===== src/hdl/cal_pkg.sv =====
`timescale 1ns / 1ps
// Shared types, codes and constant tables for the calendar date counter.
// No dependencies; every other file of the block refers to it by scoped names.
package cal_pkg;

  localparam int unsigned FuncW    = 2;
  localparam int unsigned DayW     = 5;
  localparam int unsigned MonthW   = 4;
  localparam int unsigned YearW    = 14;
  localparam int unsigned WdW      = 3;
  localparam int unsigned LenW     = 5;
  localparam int unsigned OrderW   = 2;
  localparam int unsigned StatusW  = 2;
  localparam int unsigned Mod100W  = 7;
  localparam int unsigned Mod400W  = 9;
  localparam int unsigned InDataW  = 24;
  localparam int unsigned OutDataW = 40;

  // floor(y / 100) == (y * Recip100) >> Recip100Shift for every 14-bit y.
  localparam int unsigned Recip100W     = 13;
  localparam int unsigned Recip100      = 5243;
  localparam int unsigned Recip100Shift = 19;
  localparam int unsigned Prod100W      = YearW + Recip100W;
  // floor(s / 7) == (s * Recip7) >> Recip7Shift for every 15-bit s.
  localparam int unsigned SumW          = 15;
  localparam int unsigned Recip7W       = 16;
  localparam int unsigned Recip7        = 37450;
  localparam int unsigned Recip7Shift   = 18;
  localparam int unsigned Prod7W        = SumW + Recip7W;

  typedef enum logic [FuncW-1:0] {
    FUNC_LOAD    = 2'd0,
    FUNC_ADVANCE = 2'd1,
    FUNC_COMPARE = 2'd2,
    FUNC_READ    = 2'd3
  } func_e;

  typedef enum logic [OrderW-1:0] {
    ORDER_EQUAL   = 2'd0,
    ORDER_LATER   = 2'd1,
    ORDER_EARLIER = 2'd2
  } order_e;

  typedef enum logic [StatusW-1:0] {
    STATUS_OK       = 2'd0,
    STATUS_REJECTED = 2'd1,
    STATUS_OVERFLOW = 2'd2
  } status_e;

  // A classified command as it waits between the front and the back end.
  typedef struct packed {
    func_e                func;
    logic [DayW-1:0]      day;
    logic [MonthW-1:0]    month;
    logic [YearW-1:0]     year;
    logic                 load_ok;
    logic [Mod100W-1:0]   yr_mod100;
    logic [Mod400W-1:0]   yr_mod400;
    logic [WdW-1:0]       weekday;
  } cmd_t;

  // Month term of the weekday sum; months outside 1..12 give 0.
  function automatic logic [WdW-1:0] month_offset(input logic [MonthW-1:0] m);
    logic [WdW-1:0] off;
    unique case (m)
      4'd1:    off = 3'd0;
      4'd2:    off = 3'd3;
      4'd3:    off = 3'd2;
      4'd4:    off = 3'd5;
      4'd5:    off = 3'd0;
      4'd6:    off = 3'd3;
      4'd7:    off = 3'd5;
      4'd8:    off = 3'd1;
      4'd9:    off = 3'd4;
      4'd10:   off = 3'd6;
      4'd11:   off = 3'd2;
      4'd12:   off = 3'd4;
      default: off = 3'd0;
    endcase
    return off;
  endfunction

  // Days in a month; months outside 1..12 give 0.
  function automatic logic [LenW-1:0] month_len(input logic [MonthW-1:0] m,
                                                input logic leap);
    logic [LenW-1:0] len;
    unique case (m)
      4'd1, 4'd3, 4'd5, 4'd7, 4'd8, 4'd10, 4'd12: len = 5'd31;
      4'd4, 4'd6, 4'd9, 4'd11:                   len = 5'd30;
      4'd2:                                       len = leap ? 5'd29 : 5'd28;
      default:                                    len = 5'd0;
    endcase
    return len;
  endfunction

endpackage


===== src/hdl/calendar_date_counter.sv =====
`timescale 1ns / 1ps
// Top level of the Gregorian calendar date counter with weekday.
// Instantiates cal_front, cal_queue and cal_back; uses cal_pkg.
//
// The block keeps one Gregorian date, reset to Monday 1 January of year 1,
// and answers every input beat with exactly one output beat. The input tuser
// selects the operation (load, advance one day, compare, read) and tdata
// carries the date used by load and compare. A load that names a month
// outside 1 to 12, a day outside the month, or a year outside 1 to MAX_YEAR
// is rejected and the stored date is kept. Advancing from 31 December of
// MAX_YEAR holds the date and reports overflow. Each output beat gives the
// stored date after the operation, its weekday (0 is Sunday), the length of
// the stored month, the compare order (zero outside compare) and a status.
// The block sustains one beat per clock cycle in both directions while the
// output is not stalled. Three front stages compute the load check and
// the weekday of the candidate date with three reciprocal multipliers,
// then a beat passes through the two-entry command queue and the
// registered output. The back end tracks the weekday and the year
// residues modulo 100 and 400 incrementally, so an advance costs no division.
module calendar_date_counter #(
  parameter int unsigned MAX_YEAR = 9999
) (
  input  logic                         clk_i,
  input  logic                         rst_ni,
  input  logic                         s_axis_tvalid_i,
  output logic                         s_axis_tready_o,
  // Fields from bit 0 up: day_in[4:0], month_in[8:5], year_in[22:9], zero pad.
  input  logic [cal_pkg::InDataW-1:0]  s_axis_tdata_i,
  // Fields from bit 0 up: func[1:0].
  input  logic [cal_pkg::FuncW-1:0]    s_axis_tuser_i,
  output logic                         m_axis_tvalid_o,
  input  logic                         m_axis_tready_i,
  // Fields from bit 0 up: day_out[4:0], month_out[8:5], year_out[22:9],
  // weekday[25:23], month_length[30:26], order[32:31], status[34:33], zero pad.
  output logic [cal_pkg::OutDataW-1:0] m_axis_tdata_o
);

  logic          push, pop, full, empty;
  cal_pkg::cmd_t front_cmd, back_cmd;

  cal_front #(
    .MAX_YEAR(MAX_YEAR)
  ) u_front (
    .clk_i   (clk_i),
    .rst_ni  (rst_ni),
    .valid_i (s_axis_tvalid_i),
    .ready_o (s_axis_tready_o),
    .func_i  (cal_pkg::func_e'(s_axis_tuser_i)),
    .day_i   (s_axis_tdata_i[4:0]),
    .month_i (s_axis_tdata_i[8:5]),
    .year_i  (s_axis_tdata_i[22:9]),
    .push_o  (push),
    .cmd_o   (front_cmd),
    .full_i  (full)
  );

  cal_queue u_queue (
    .clk_i   (clk_i),
    .rst_ni  (rst_ni),
    .push_i  (push),
    .cmd_i   (front_cmd),
    .full_o  (full),
    .pop_i   (pop),
    .cmd_o   (back_cmd),
    .empty_o (empty)
  );

  cal_back #(
    .MAX_YEAR(MAX_YEAR)
  ) u_back (
    .clk_i   (clk_i),
    .rst_ni  (rst_ni),
    .empty_i (empty),
    .cmd_i   (back_cmd),
    .pop_o   (pop),
    .valid_o (m_axis_tvalid_o),
    .ready_i (m_axis_tready_i),
    .data_o  (m_axis_tdata_o)
  );

endmodule


===== src/hdl/cal_front.sv =====
`timescale 1ns / 1ps
// Front end: takes input beats, checks loads and precomputes the weekday
// and the year residues of a candidate date over three stages. Uses cal_pkg.
module cal_front #(
  parameter int unsigned MAX_YEAR = 9999
) (
  input  logic                       clk_i,
  input  logic                       rst_ni,
  input  logic                       valid_i,
  output logic                       ready_o,
  input  cal_pkg::func_e             func_i,
  input  logic [cal_pkg::DayW-1:0]   day_i,
  input  logic [cal_pkg::MonthW-1:0] month_i,
  input  logic [cal_pkg::YearW-1:0]  year_i,
  output logic                       push_o,
  output cal_pkg::cmd_t              cmd_o,
  input  logic                       full_i
);

  // Pipeline advances as a whole unless the last stage is blocked.
  logic en;
  logic s3_valid_q;
  assign en      = !(s3_valid_q && full_i);
  assign ready_o = en;
  assign push_o  = s3_valid_q && !full_i;

  // Stage 1: adjusted year and the two reciprocal products.
  logic [cal_pkg::YearW-1:0]    adj;
  logic                         s1_valid_q;
  cal_pkg::func_e               s1_func_q;
  logic [cal_pkg::DayW-1:0]     s1_day_q;
  logic [cal_pkg::MonthW-1:0]   s1_month_q;
  logic [cal_pkg::YearW-1:0]    s1_year_q, s1_adj_q;
  logic [cal_pkg::Prod100W-1:0] s1_py_q, s1_pa_q;

  assign adj = (month_i < 4'd3 && year_i != '0) ? year_i - 14'd1 : year_i;

  always_ff @(posedge clk_i or negedge rst_ni) begin
    if (!rst_ni) begin
      s1_valid_q <= 1'b0;
    end else if (en) begin
      s1_valid_q <= valid_i;
    end
  end

  always_ff @(posedge clk_i) begin
    if (en) begin
      s1_func_q  <= func_i;
      s1_day_q   <= day_i;
      s1_month_q <= month_i;
      s1_year_q  <= year_i;
      s1_adj_q   <= adj;
      s1_py_q    <= cal_pkg::Prod100W'(year_i) * cal_pkg::Prod100W'(cal_pkg::Recip100);
      s1_pa_q    <= cal_pkg::Prod100W'(adj) * cal_pkg::Prod100W'(cal_pkg::Recip100);
    end
  end

  // Stage 2: quotients, residues, validity and the weekday sum.
  logic [7:0]                  q100, qa100;
  logic [5:0]                  q400, qa400;
  logic [cal_pkg::Mod100W-1:0] r100;
  logic [cal_pkg::Mod400W-1:0] r400;
  logic                        leap;
  logic [cal_pkg::LenW-1:0]    len;
  logic                        load_ok;
  logic [15:0]                 sum_w;

  assign q100  = s1_py_q[cal_pkg::Prod100W-1:cal_pkg::Recip100Shift];
  assign q400  = q100[7:2];
  assign qa100 = s1_pa_q[cal_pkg::Prod100W-1:cal_pkg::Recip100Shift];
  assign qa400 = qa100[7:2];
  assign r100  = cal_pkg::Mod100W'(s1_year_q - 14'(q100) * 14'd100);
  assign r400  = cal_pkg::Mod400W'(s1_year_q - 14'(q400) * 14'd400);
  assign leap  = (s1_year_q[1:0] == 2'd0 && r100 != '0) || r400 == '0;
  assign len   = cal_pkg::month_len(s1_month_q, leap);
  assign load_ok = s1_month_q >= 4'd1 && s1_month_q <= 4'd12
                && s1_day_q >= 5'd1 && s1_day_q <= len
                && s1_year_q >= 14'd1 && s1_year_q <= cal_pkg::YearW'(MAX_YEAR);
  assign sum_w = 16'(s1_adj_q) + 16'(s1_adj_q >> 2) - 16'(qa100) + 16'(qa400)
               + 16'(cal_pkg::month_offset(s1_month_q)) + 16'(s1_day_q);

  logic                        s2_valid_q;
  cal_pkg::cmd_t               s2_cmd_q;
  logic [cal_pkg::SumW-1:0]    s2_sum_q;

  always_ff @(posedge clk_i or negedge rst_ni) begin
    if (!rst_ni) begin
      s2_valid_q <= 1'b0;
    end else if (en) begin
      s2_valid_q <= s1_valid_q;
    end
  end

  always_ff @(posedge clk_i) begin
    if (en) begin
      s2_cmd_q.func      <= s1_func_q;
      s2_cmd_q.day       <= s1_day_q;
      s2_cmd_q.month     <= s1_month_q;
      s2_cmd_q.year      <= s1_year_q;
      s2_cmd_q.load_ok   <= load_ok;
      s2_cmd_q.yr_mod100 <= r100;
      s2_cmd_q.yr_mod400 <= r400;
      s2_cmd_q.weekday   <= '0;
      s2_sum_q           <= cal_pkg::SumW'(sum_w);
    end
  end

  // Stage 3: reciprocal product for the remainder by seven.
  cal_pkg::cmd_t              s3_cmd_q;
  logic [cal_pkg::SumW-1:0]   s3_sum_q;
  logic [cal_pkg::Prod7W-1:0] s3_p7_q;

  always_ff @(posedge clk_i or negedge rst_ni) begin
    if (!rst_ni) begin
      s3_valid_q <= 1'b0;
    end else if (en) begin
      s3_valid_q <= s2_valid_q;
    end
  end

  always_ff @(posedge clk_i) begin
    if (en) begin
      s3_cmd_q <= s2_cmd_q;
      s3_sum_q <= s2_sum_q;
      s3_p7_q  <= cal_pkg::Prod7W'(s2_sum_q) * cal_pkg::Prod7W'(cal_pkg::Recip7);
    end
  end

  logic [12:0] q7;
  assign q7 = s3_p7_q[cal_pkg::Prod7W-1:cal_pkg::Recip7Shift];

  always_comb begin
    cmd_o         = s3_cmd_q;
    cmd_o.weekday = cal_pkg::WdW'(s3_sum_q - cal_pkg::SumW'(q7) * 15'd7);
  end

endmodule


===== src/hdl/cal_queue.sv =====
`timescale 1ns / 1ps
// Two-entry command queue between the front and the back end.
// Uses cal_pkg for the command type.
module cal_queue (
  input  logic          clk_i,
  input  logic          rst_ni,
  input  logic          push_i,
  input  cal_pkg::cmd_t cmd_i,
  output logic          full_o,
  input  logic          pop_i,
  output cal_pkg::cmd_t cmd_o,
  output logic          empty_o
);

  cal_pkg::cmd_t entries_q [2];
  logic          wr_ptr_q, rd_ptr_q;
  logic [1:0]    count_q, count_d;

  assign full_o  = count_q == 2'd2;
  assign empty_o = count_q == 2'd0;
  assign cmd_o   = entries_q[rd_ptr_q];

  always_comb begin
    count_d = count_q;
    if (push_i && !pop_i) begin
      count_d = count_q + 2'd1;
    end else if (pop_i && !push_i) begin
      count_d = count_q - 2'd1;
    end
  end

  always_ff @(posedge clk_i or negedge rst_ni) begin
    if (!rst_ni) begin
      wr_ptr_q <= 1'b0;
      rd_ptr_q <= 1'b0;
      count_q  <= 2'd0;
    end else begin
      if (push_i) begin
        wr_ptr_q <= !wr_ptr_q;
      end
      if (pop_i) begin
        rd_ptr_q <= !rd_ptr_q;
      end
      count_q <= count_d;
    end
  end

  always_ff @(posedge clk_i) begin
    if (push_i) begin
      entries_q[wr_ptr_q] <= cmd_i;
    end
  end

endmodule


===== src/hdl/cal_back.sv =====
`timescale 1ns / 1ps
// Back end: holds the date, its year residues and weekday, executes one
// command per cycle unless stalled, registers the result. Uses cal_pkg.
module cal_back #(
  parameter int unsigned MAX_YEAR = 9999
) (
  input  logic                         clk_i,
  input  logic                         rst_ni,
  input  logic                         empty_i,
  input  cal_pkg::cmd_t                cmd_i,
  output logic                         pop_o,
  output logic                         valid_o,
  input  logic                         ready_i,
  output logic [cal_pkg::OutDataW-1:0] data_o
);

  logic [cal_pkg::DayW-1:0]    day_q, day_d;
  logic [cal_pkg::MonthW-1:0]  month_q, month_d;
  logic [cal_pkg::YearW-1:0]   year_q, year_d;
  logic [cal_pkg::Mod100W-1:0] mod100_q, mod100_d;
  logic [cal_pkg::Mod400W-1:0] mod400_q, mod400_d;
  logic [cal_pkg::WdW-1:0]     wd_q, wd_d, wd_next;
  logic                        out_valid_q;
  logic [cal_pkg::OutDataW-1:0] out_data_q;
  logic                        leap_cur, leap_d;
  logic [cal_pkg::LenW-1:0]    len_cur, len_d;
  cal_pkg::order_e             order;
  cal_pkg::status_e            status;

  assign pop_o   = !empty_i && (!out_valid_q || ready_i);
  assign valid_o = out_valid_q;
  assign data_o  = out_data_q;

  assign leap_cur = (year_q[1:0] == 2'd0 && mod100_q != '0) || mod400_q == '0;
  assign len_cur  = cal_pkg::month_len(month_q, leap_cur);
  assign wd_next  = (wd_q == 3'd6) ? 3'd0 : wd_q + 3'd1;

  always_comb begin
    day_d    = day_q;
    month_d  = month_q;
    year_d   = year_q;
    mod100_d = mod100_q;
    mod400_d = mod400_q;
    wd_d     = wd_q;
    order    = cal_pkg::ORDER_EQUAL;
    status   = cal_pkg::STATUS_OK;
    unique case (cmd_i.func)
      cal_pkg::FUNC_LOAD: begin
        if (cmd_i.load_ok) begin
          day_d    = cmd_i.day;
          month_d  = cmd_i.month;
          year_d   = cmd_i.year;
          mod100_d = cmd_i.yr_mod100;
          mod400_d = cmd_i.yr_mod400;
          wd_d     = cmd_i.weekday;
        end else begin
          status = cal_pkg::STATUS_REJECTED;
        end
      end
      cal_pkg::FUNC_ADVANCE: begin
        priority if (day_q < len_cur) begin
          day_d = day_q + 5'd1;
          wd_d  = wd_next;
        end else if (month_q < 4'd12) begin
          day_d   = 5'd1;
          month_d = month_q + 4'd1;
          wd_d    = wd_next;
        end else if (year_q < cal_pkg::YearW'(MAX_YEAR)) begin
          day_d    = 5'd1;
          month_d  = 4'd1;
          year_d   = year_q + 14'd1;
          mod100_d = (mod100_q == 7'd99) ? 7'd0 : mod100_q + 7'd1;
          mod400_d = (mod400_q == 9'd399) ? 9'd0 : mod400_q + 9'd1;
          wd_d     = wd_next;
        end else begin
          status = cal_pkg::STATUS_OVERFLOW;
        end
      end
      cal_pkg::FUNC_COMPARE: begin
        priority if (year_q != cmd_i.year) begin
          order = (year_q > cmd_i.year) ? cal_pkg::ORDER_LATER : cal_pkg::ORDER_EARLIER;
        end else if (month_q != cmd_i.month) begin
          order = (month_q > cmd_i.month) ? cal_pkg::ORDER_LATER : cal_pkg::ORDER_EARLIER;
        end else if (day_q != cmd_i.day) begin
          order = (day_q > cmd_i.day) ? cal_pkg::ORDER_LATER : cal_pkg::ORDER_EARLIER;
        end else begin
          order = cal_pkg::ORDER_EQUAL;
        end
      end
      cal_pkg::FUNC_READ: begin
        order = cal_pkg::ORDER_EQUAL;
      end
      default: begin
        order = cal_pkg::ORDER_EQUAL;
      end
    endcase
  end

  assign leap_d = (year_d[1:0] == 2'd0 && mod100_d != '0) || mod400_d == '0;
  assign len_d  = cal_pkg::month_len(month_d, leap_d);

  // Reset date is Monday 1 January of year 1.
  always_ff @(posedge clk_i or negedge rst_ni) begin
    if (!rst_ni) begin
      day_q       <= 5'd1;
      month_q     <= 4'd1;
      year_q      <= 14'd1;
      mod100_q    <= 7'd1;
      mod400_q    <= 9'd1;
      wd_q        <= 3'd1;
      out_valid_q <= 1'b0;
    end else begin
      if (pop_o) begin
        day_q       <= day_d;
        month_q     <= month_d;
        year_q      <= year_d;
        mod100_q    <= mod100_d;
        mod400_q    <= mod400_d;
        wd_q        <= wd_d;
        out_valid_q <= 1'b1;
      end else if (ready_i) begin
        out_valid_q <= 1'b0;
      end
    end
  end

  always_ff @(posedge clk_i) begin
    if (pop_o) begin
      out_data_q <= {5'd0, status, order, len_d, wd_d, year_d, month_d, day_d};
    end
  end

endmodule


===== config.mk =====
export PLATFORM = sky130hd
export DESIGN_NAME = calendar_date_counter
export DESIGN_NICKNAME = d
export VERILOG_FILES = /design/src/hdl/cal_pkg.sv /design/src/hdl/calendar_date_counter.sv /design/src/hdl/cal_front.sv /design/src/hdl/cal_queue.sv /design/src/hdl/cal_back.sv
export SDC_FILE = /design/constraint.sdc
export NUM_CORES = 1
export LEC_CHECK = 0
export ABC_AREA = 1
export CORE_MARGIN = 2
export CORE_UTILIZATION = 59
export DETAILED_ROUTE_END_ITERATION = 10
export DONT_BUFFER_PORTS = 1
export PLACE_DENSITY = 0.86
export SETUP_SLACK_MARGIN = 0.1
export SLEW_MARGIN = 20
export SYNTH_ARGS = -nofsm -noshare
export SYNTH_HDL_FRONTEND = slang
export SYNTH_SLANG_ARGS = --single-unit

===== constraint.sdc =====
create_clock -name clk_i -period 5.3 [get_ports clk_i]
set_input_delay 0.795 -clock clk_i [delete_from_list [all_inputs] [get_ports clk_i]]
set_output_delay 0.795 -clock clk_i [all_outputs]
set_load 0.02 [all_outputs]

* After elaboration in Yosys (flattened, before gate mapping)
Memory sizes are Yosys's and may differ from the RTL's. A register that Yosys moved wholly into a read port is not among the register bits.
Index checks and enable logic that the tools add are counted.
** Word-level totals
- Word-level logic and storage cells :: 226
- Bits in latches :: 0
- Bits of input ports :: 30
- Bits in registers :: 310
- RAM bits :: 90
- Bits in read-only memories :: 48
- Memories kept :: 2
- Output and inout port bits :: 42
** Operators by class
- Magnitude comparators :: 13
- Bitwise operators :: 0
- Equal/unequal tests :: 45
- Shift-type cells :: 0
- Multipliers :: 6
- Reductions and logical operators :: 46
- Muxes and demuxes :: 58
- Div/mod/pow operators :: 0
- Add/sub/neg operators :: 17
** Memories
- u_queue.entries_q :: depth 2, width 45, rd ports 1, clocked after Yosys merged registers in 0, write ports 1, line cal_queue.sv:15 : cal_pkg::cmd_t entries_q [2];
- (name not given) :: depth 16, width 3, rd ports 1, clocked after Yosys merged registers in 1, write ports 0, line cal_pkg.sv:65 : unique case (m)
** Operators with widths (count)
- $mux W14 :: 5
- $eq A4 B4 Y1 const B :: 15
- $mul A14 B13 Y27 const B :: 2
- $eq A4 B3 Y1 const B :: 12
- $mux W9 :: 5
- $pmux W5 S3 :: 3
- $mux W7 :: 5
- $mul A15 B15 Y30 const B :: 1
- $pmux W14 S2 :: 1
- $logic_not A9 Y1 :: 3
- $eq A4 B2 Y1 const B :: 6
- $mux W2 :: 11
- $reduce_bool A7 Y1 :: 3
- $reduce_or A7 Y1 :: 3
- $mux W4 :: 5
- $mux W5 :: 4
- $pmux W9 S2 :: 1
- $add A14 B12 Y15 :: 1
- $add A15 B3 Y15 :: 1
- $add A15 B5 Y15 :: 1
- $add A15 B6 Y15 :: 1
- $mux W3 :: 5
- $sub A15 B8 Y15 :: 1
- $add A14 B1 Y14 const B :: 1
- other kinds (49) :: 89

* Logic depth before layout (Yosys ltp)
Gate-level depths: netlist (run 1).
- Depth in word-level cells :: 13
- Mapped depth :: 32
- Depth with buffers taken out :: 32

* Hierarchy
A second synthesis (run 1) with hierarchy kept.
** Second synthesis, totals
- Cell total of the unflattened synthesis :: 2912
- Area total of the unflattened synthesis :: 27575.2 um2
** By module, submodules not included
- cal_front :: sequential area each 4549.4 um2, instances 1, area each 17536.8 um2, cells an instance 1846
- cal_back :: sequential area each 2074.5 um2, instances 1, area each 6384.9 um2, cells an instance 901
- cal_queue :: sequential area each 2802.7 um2, instances 1, area each 3653.5 um2, cells an instance 165

* Least setup slack after synthesis (run 1)
OpenSTA, ideal clock, no wires.
- Kind :: input to register
- From :: in s_axis_tdata_i[11] in the netlist's numbering
- To :: reg u_front.s1_pa_q[24] in the netlist's numbering, data pin
- Arrival :: 6.137 ns
- Cell stages on the path :: 27
- Setup time :: 0.264 ns
- Path buffers :: 0
- Setup slack :: -1.100 ns
- Required time :: 5.036 ns
- Cell sequence :: inv_1 -> ha_1 -> nand3_1 -> nor2_1 -> a31oi_4 -> inv_1 -> nor2_1 -> nand2_1 -> nor2_1 -> xor2_1 -> inv_1 -> ha_1 -> fa_1 -> fa_1 -> inv_1 -> fa_1 -> fa_1 -> inv_1 -> ha_1 -> a21oi_1 -> nor2_1 -> a211oi_1 -> o21ai_0 -> nand2_1 -> nand3_1 -> a31oi_1 -> xor2_1
** On the way
- Longest elaborated chain between the ends :: 4
- Elaborated cells between the ends (all ways) :: 5
- Classes of those cells :: 1 x add/sub; 1 x mul; 1 x mux; 2 x reduce/logical
** Ends and longest elaborated chain
- start, declared :: line calendar_date_counter.sv:28 : input logic [cal_pkg::InDataW-1:0] s_axis_tdata_i,
- branches (longest 2 deep; another with $sub A14 B1 Y14)
- $mux W14 * :: line cal_front.sv:36 : assign adj = (month_i < 4'd3 && year_i != '0) ? year_i - 14'd1 : year_i;
- named net u_front.adj (one bit) :: line cal_front.sv:28 : logic [cal_pkg::YearW-1:0] adj;
- $mul A14 B13 Y27 * :: line cal_front.sv:54 : s1_pa_q <= cal_pkg::Prod100W'(adj) * cal_pkg::Prod100W'(cal_pkg::Recip100);
- end signal, assigned :: line cal_front.sv:54
- end, declared :: line cal_front.sv:34 : logic [cal_pkg::Prod100W-1:0] s1_py_q, s1_pa_q;
Mark *: on every way through the listed nets, which the timed path passes.
A chain may end at the register's enable or synchronous reset.

* Final worst setup path (run 1)
Same ends and word-level chain as after synthesis.

==> results of run 1 <==
==> metrics by stage <==
step                hold slack, ps  std cells  setup WS [ps]  cell area (um2)
global placement             401.3       3108         -728.2            26500
floorplan                    400.3       2501         -687.5            25180
CTS                          48.07       3207         -66.88            28440
finish                       66.94       3217         -524.1            28820
global route                 63.37       3217         -614.3            28820
detailed placement           404.5       3108         -875.2            26500
==> synth_stat cells (all sizes together) (3+ instances only) <==
cell type	instances	share of area
ha	369	0.19
o21bai	7	0.0021
fa	177	0.14
mux2i	21	0.0084
xor2	54	0.019
dfrtp	44	0.044
a211oi	11	0.0035
or2	10	0.0025
o22ai	5	0.0013
o221ai	5	0.0018
xnor2	30	0.011
buf	28	0.0069
inv	480	0.072
nor2	138	0.022
a21oi	117	0.023
nor4	9	0.0025
o21ai	121	0.024
nand3	92	0.018
nand4	27	0.0068
dfstp	6	0.0063
a31oi	18	0.0051
dfxtp	3	0.0024
nand2	395	0.060
o211ai	13	0.0039
nor3	19	0.0040
edfxtp	258	0.31
clkbuf	17	0.0027
==> worst max-delay path: cells and delay by family <==
| kind | cells | cell delay (ps) |
|---|---|---|
| and+or+nand+nor | 7 | 1090 |
| buffers and inverters | 7 | 800 |
| adders and majority gates | 7 | 2530 |
| xor gates and xnor gates | 2 | 410 |
| AOI/OAI and AO/OA | 3 | 470 |
==> cell families after synthesis <==
kind of cell	share of synthesized area
simple gates	0.1173
xor+xnor	0.02951
flops	0.3637
fa+ha+maj	0.3273
buf+inv	0.08216
compound gates	0.07102
other cells	0.0001504
mux	0.008883
==> worst paths after layout <==
check	endpoint	start	depth (start not counted)
worst min-delay path	u_back.year_q[0]	rst_ni	0
worst max-delay path	u_front.s1_pa_q[24]	s_axis_tdata_i[11]	26
worst min register to register	u_front.cmd_o[16]	u_front.s2_cmd_q[16]	0
max in group asynchronous	u_front.s1_valid_q	rst_ni	1
worst max register to register	u_front.s3_p7_q[18]	u_front.s2_sum_q[1]	16
min in group clk_i	u_front.s1_year_q[6]	s_axis_tdata_i[15]	0
==> layout make-up <==
class	instances	area, um2	area share
multi-input cells	1663	14760	0.5122
clock buffers	47	952.2	0.03304
inverters	482	1822	0.06321
flip-flops and latches	311	9066	0.3146
clock inverters	17	254.0	0.008813
repair buffers	158	1291	0.04480
well taps	539	674.4	0.02340
==> layer usage <==
| layer | GRT usage | up-vias |
|---|---|---|
| li1 | - | 8561 |
| met1 | 0.3176 | 9109 |
| met2 | 0.5264 | 885 |
| met3 | 0.05432 | 328 |
| met4 | 0.1702 | 2 |
| met5 | 0 | - |
==> repair_timing <==
action / CTS / global route
pin swaps: 102 / 47
hold buffers: 1 / 0
resized for setup: 96 / 57
setup buffers: 34 / 9
endpoints found under the setup margin: 8 / 10
hold endpoints to repair: 44 / 0
==> sequential cells by signal, summed over array words and instances (netlist names), 5 cells and up, named ones only <==
name	flops
u_queue.entries_q	78
u_front.cmd_o	36
u_front.s2_cmd_q	36
u_back.data_o	33
u_front.s2_sum_q	15
u_back.year_q	14
u_front.s1_adj_q	13
u_front.s1_year_q	13
u_back.mod400_q	9
u_front.s1_pa_q	9
u_front.s1_py_q	8
u_back.mod100_q	7
u_back.day_q	5
u_front.s1_day_q	5
==> results.cfg, run 1 <==
[status]
outcome = finished, violations left
violations = setup timing

[detailed_routing]
viasPerCell = 5.870
top_layer = met5
routed_wl_um = 65150
postRouteAntennaNets = 0
wl_per_cell_um = 20.25
wl_met1_um = 22550
drc = 0
wl_met3_um = 4659
wl_met2_um = 33290
first_pass_iters = 7
dr_total_vias = 18890
drt-initial-drc-count = 1622

[worst_setup_path]
cp_max_fo = 6
cpPeakStageDelay_ps = 550
critical_path_class = in2reg
worstSetupEndpointType = flop
worstSetupStartpointType = input port
rrSetupSlack_ps = 380
crit_top_cell = ha_4
required_ps = 5610
crit_slowest_cell = fa_1
crit_arrival_ps = 6140

[yosys]
async_flop_share = 0.1608
ys_seq_elements = 311
yosysWarnings = 0
syn_inst = 2497
avgSynthCellArea_um2 = 9.984
synth_seq_area_share = 0.3637
synth_edf_count = 258
synth_flop_cell = edfxtp_1
synth_cell_types = 61
syn_area_um2 = 24930

[global_routing]
track_usage = 0.2902
grt_pass1_wl_um = 99800
grt_overflow_total = 0
grt_pass1_vias = 19950
antenna_found_initial = 2
grt_max_degree = 106

[sta]
min_period_over_period = 1.099
min_period_ps = 5824
fmax_ghz = 0.1717
tightest_slew_ps = 1052
finalClockSkew_ps = 25.41
hold_violations = 0
rsz0062_at_grt = true
max_slew_margin = 0.2985
drv_slew = 0
fin_tns_setup_ps = -3390
setup_viol = 8
layout_setup_ws_ps = -524.1

[floorplanning]
start_util = 0.5957
chipHeight_um = 209.6
die_area_um2 = 43920
die_w_um = 209.6
coreArea_um2 = 41850
ioPinCount = 72
std_cell_rows = 75

[layout]
final_util = 0.6886
fillers = 2755
mostFrequentLayoutCell = inv_1
final_cell_mix = inv_1 (433), nand2_1 (372), ha_1 (335), edfxtp_1 (258), fa_1 (172)
drive_gt1_frac = 0.1505
fin_nets = 3227
area_delta_synth_final_pct = 15.60
diodes = 0

[clocking]
clk_pin_slew_worst_paths_ps = 60
clock_path_buffers = 3
cts_buffers = 35
root_buffer = clkbuf_16
cts_tree = built
clkLatencyLatePin_ps = 570
cts_max_level = 2
cts_sinks = 311

[placed_design]
portBuffers = 0
place.gp.congestion = 0.9755
hpwl_um = 45390

[flow_run]
drv_cap = 0

[hold_path]
hold_class = in2async
Power of run 1 is left out: the tool's default activity adds up to more than one toggle a clock period on the data nets, which glitch-free logic cannot reach.
==> inputs of run 2 (changes only) <==
--- a/config.mk
+++ b/config.mk
@@ -5,7 +5,6 @@
 export SDC_FILE = /design/constraint.sdc
 export NUM_CORES = 1
 export LEC_CHECK = 0
-export ABC_AREA = 1
 export CORE_MARGIN = 2
 export CORE_UTILIZATION = 59
 export DETAILED_ROUTE_END_ITERATION = 10
==> run 2 against run 1 <==
Net effect:
- the run still ends with setup timing left
- die area fell by 4.2%
- worst hold slack improved by 36 ps
- synthesized cell count fell by 18%
- design area fell by 5.6%
- utilization fell by 0.54 points
- register-to-register slack improved by 40 ps
- via count fell by 15%
- critical path depth rose by 1
- setup slack got worse by 300 ps
- non-clock buffer count fell by 23
==> results.cfg, run 2 <==
[layout]
multi_input_area_um2 = 13820
largest-register = u_queue.entries_q
mostFrequentLayoutCell = inv_1
layout.area.seq_um2 = 9067
fillers = 2720
fin_nets = 2763
stdcell_area_um2 = 27210
final_cell_mix = inv_1 (360), ha_1 (348), edfxtp_1 (258), fa_1 (175), buf_4 (124)
drive_gt1_frac = 0.1491
area_delta_synth_final_pct = 13.96
largest_reg_flops = 78

[yosys]
synth_seq_area_share = 0.3797
synthTopCellsByArea = edfxtp_1 (32%), ha_1 (19%), fa_1 (15%), inv_1 (6.0%), dfrtp_1 (4.6%)
synth_top_area_cell = edfxtp_1
synth_cell_types = 81
yosysWarnings = 0
async_flop_share = 0.1608
synthTopCellsByCount = inv_1 (379), ha_1 (369), edfxtp_1 (258)
synth_top_cell_area_share = 0.3245
synth_flop_cell = edfxtp_1
syn_area_um2 = 23870
syn_inst = 2060
avgSynthCellArea_um2 = 11.59
synth_edf_count = 258
ys_seq_elements = 311
synth_most_common_cell = inv_1

[floorplanning]
std_cell_rows = 73
die_area_um2 = 42090
start_util = 0.5995
coreArea_um2 = 39820
ioPinCount = 72
die_w_um = 205.2
chipHeight_um = 205.2

[global_routing]
grt_max_degree = 156
grt_pass1_wl_um = 87590
track_usage = 0.2665
grt_overflow_total = 0
antenna_found_initial = 1
grt_pass1_vias = 17110

[worst_setup_path]
cp_max_fo = 6
crit_buf_inv = 4
worstSetupEndpointType = flop
cpPeakStageDelay_ps = 550
worstSetupStartpointType = input port
critical_path_class = in2reg
required_ps = 5560
crit_arrival_ps = 6390
path_delay_family = adder cells
crit_top_cell = fa_1
crit_slowest_cell = fa_1

[detailed_routing]
first_pass_iters = 6
drt-initial-drc-count = 1302
drc = 0
postRouteAntennaNets = 0
routed_wl_um = 54180
dr_total_vias = 16120
wl_per_cell_um = 19.78
viasPerCell = 5.884

[placed_design]
place.gp.congestion = 0.9852
hpwl_um = 40950
portBuffers = 0
dpl_worst_slack_ps = -1325
placed_cell_area_um2 = 25620

[sta]
layout_setup_ws_ps = -827.9
setup_viol = 8
drv_slew = 0
hold_violations = 0
fin_tns_setup_ps = -4821
max_slew_margin = 0.2842
rsz0062_at_grt = true
tightest_slew_ps = 1074
finalClockSkew_ps = 20.61
min_period_over_period = 1.156
min_period_ps = 6128
fmax_ghz = 0.1632

[clocking]
cts_max_level = 2
root_buffer = clkbuf_16
clkLatencyLatePin_ps = 530
clk_pin_slew_worst_paths_ps = 60
cts_tree = built
cts_sinks = 311
cts_buffers = 34
clock_path_buffers = 3

[status]
outcome = finished, violations left
violations = setup timing

[hold_path]
hold_class = in2async

[flow_run]
drv_cap = 0
==> run 2: final timing paths <==
check,start,to,slack (ps),cells after the start
worst max-delay path,s_axis_tdata_i[10],u_front.s1_pa_q[26],-830,27
min in group clk_i,s_axis_tuser_i[0],u_front.s1_func_q[0],360,0
max in group asynchronous,rst_ni,u_back.year_q[6],4950,1
worst max register to register,u_back.month_q[0],u_back.data_o[26],420,15
worst min register to register,u_front.s2_cmd_q[7],u_front.cmd_o[7],410,0
worst min-delay path,rst_ni,u_back.month_q[0],100,0
==> run 2: kinds of logic (layout without fill, tap and decap cells) <==
| group | count (synthesis) | in the layout | share of synthesized area |
|---|---|---|---|
| adders and majority gates | 546 | 546 | 0.3418 |
| buffers and inverters | 428 | 577 | 0.06949 |
| and+or+nand+nor | 339 | 339 | 0.06981 |
| DFF | 311 | 311 | 0.3797 |
| AOI/OAI and AO/OA | 293 | 293 | 0.08228 |
| xor gates and xnor gates | 79 | 79 | 0.02898 |
| muxes | 63 | 63 | 0.02772 |
| other | 1 | 6 | 0.0001571 |
==> run 2: worst reg2reg max path, cell delays in order (launching register included) <==
cell and delay (ps):
dfstp_2 610, inv_1 120, ha_1 270, o31a_1 310, o22ai_1 190, a21boi_1 340
ha_1 200, nand3_1 120, a211o_1 370, o21a_2 330, nor3_2 530, o22a_1 230
nand4_1 120, o41ai_2 540, a32o_1 230, mux2i_1 80
==> run 2: metal layers <==
layer,global-route usage,vias up,wire (um)
met3,0.03309,157,3679
li1,-,7370,-
met5,0,-,0
met1,0.3292,7907,20840
met4,0.1084,0,2382
met2,0.4741,682,27270
==> run 2: repair_timing <==
item,in CTS,in global routing
endpoints found under the setup margin,10,14
gates resized for setup,17,47
hold endpoints to repair,44,0
setup buffers,3,7
pin swaps,19,38
hold buffers,1,0
==> run 2: cell type report <==
type | instances | area share
antenna | 1 | 0.00009198
tap | 525 | 0.02414
clock inverter | 17 | 0.007312
multi-input combinational | 1325 | 0.5080
inverter | 380 | 0.05335
timing repair buffer | 135 | 0.04065
clock buffer | 45 | 0.03316
sequential | 311 | 0.3333
==> run 2: metrics by stage <==
stage / hold slack (ps) / instances / util
after detailed placement: 404.5 / 2664 / 0.6434
final: 103.2 / 2739 / 0.6832
after global placement: 400.5 / 2664 / 0.6434
after global routing: 95.02 / 2739 / 0.6832
after floorplan: 400.3 / 2064 / -
after CTS: 91.51 / 2730 / 0.6750
Power of run 2 is left out for the same reason.
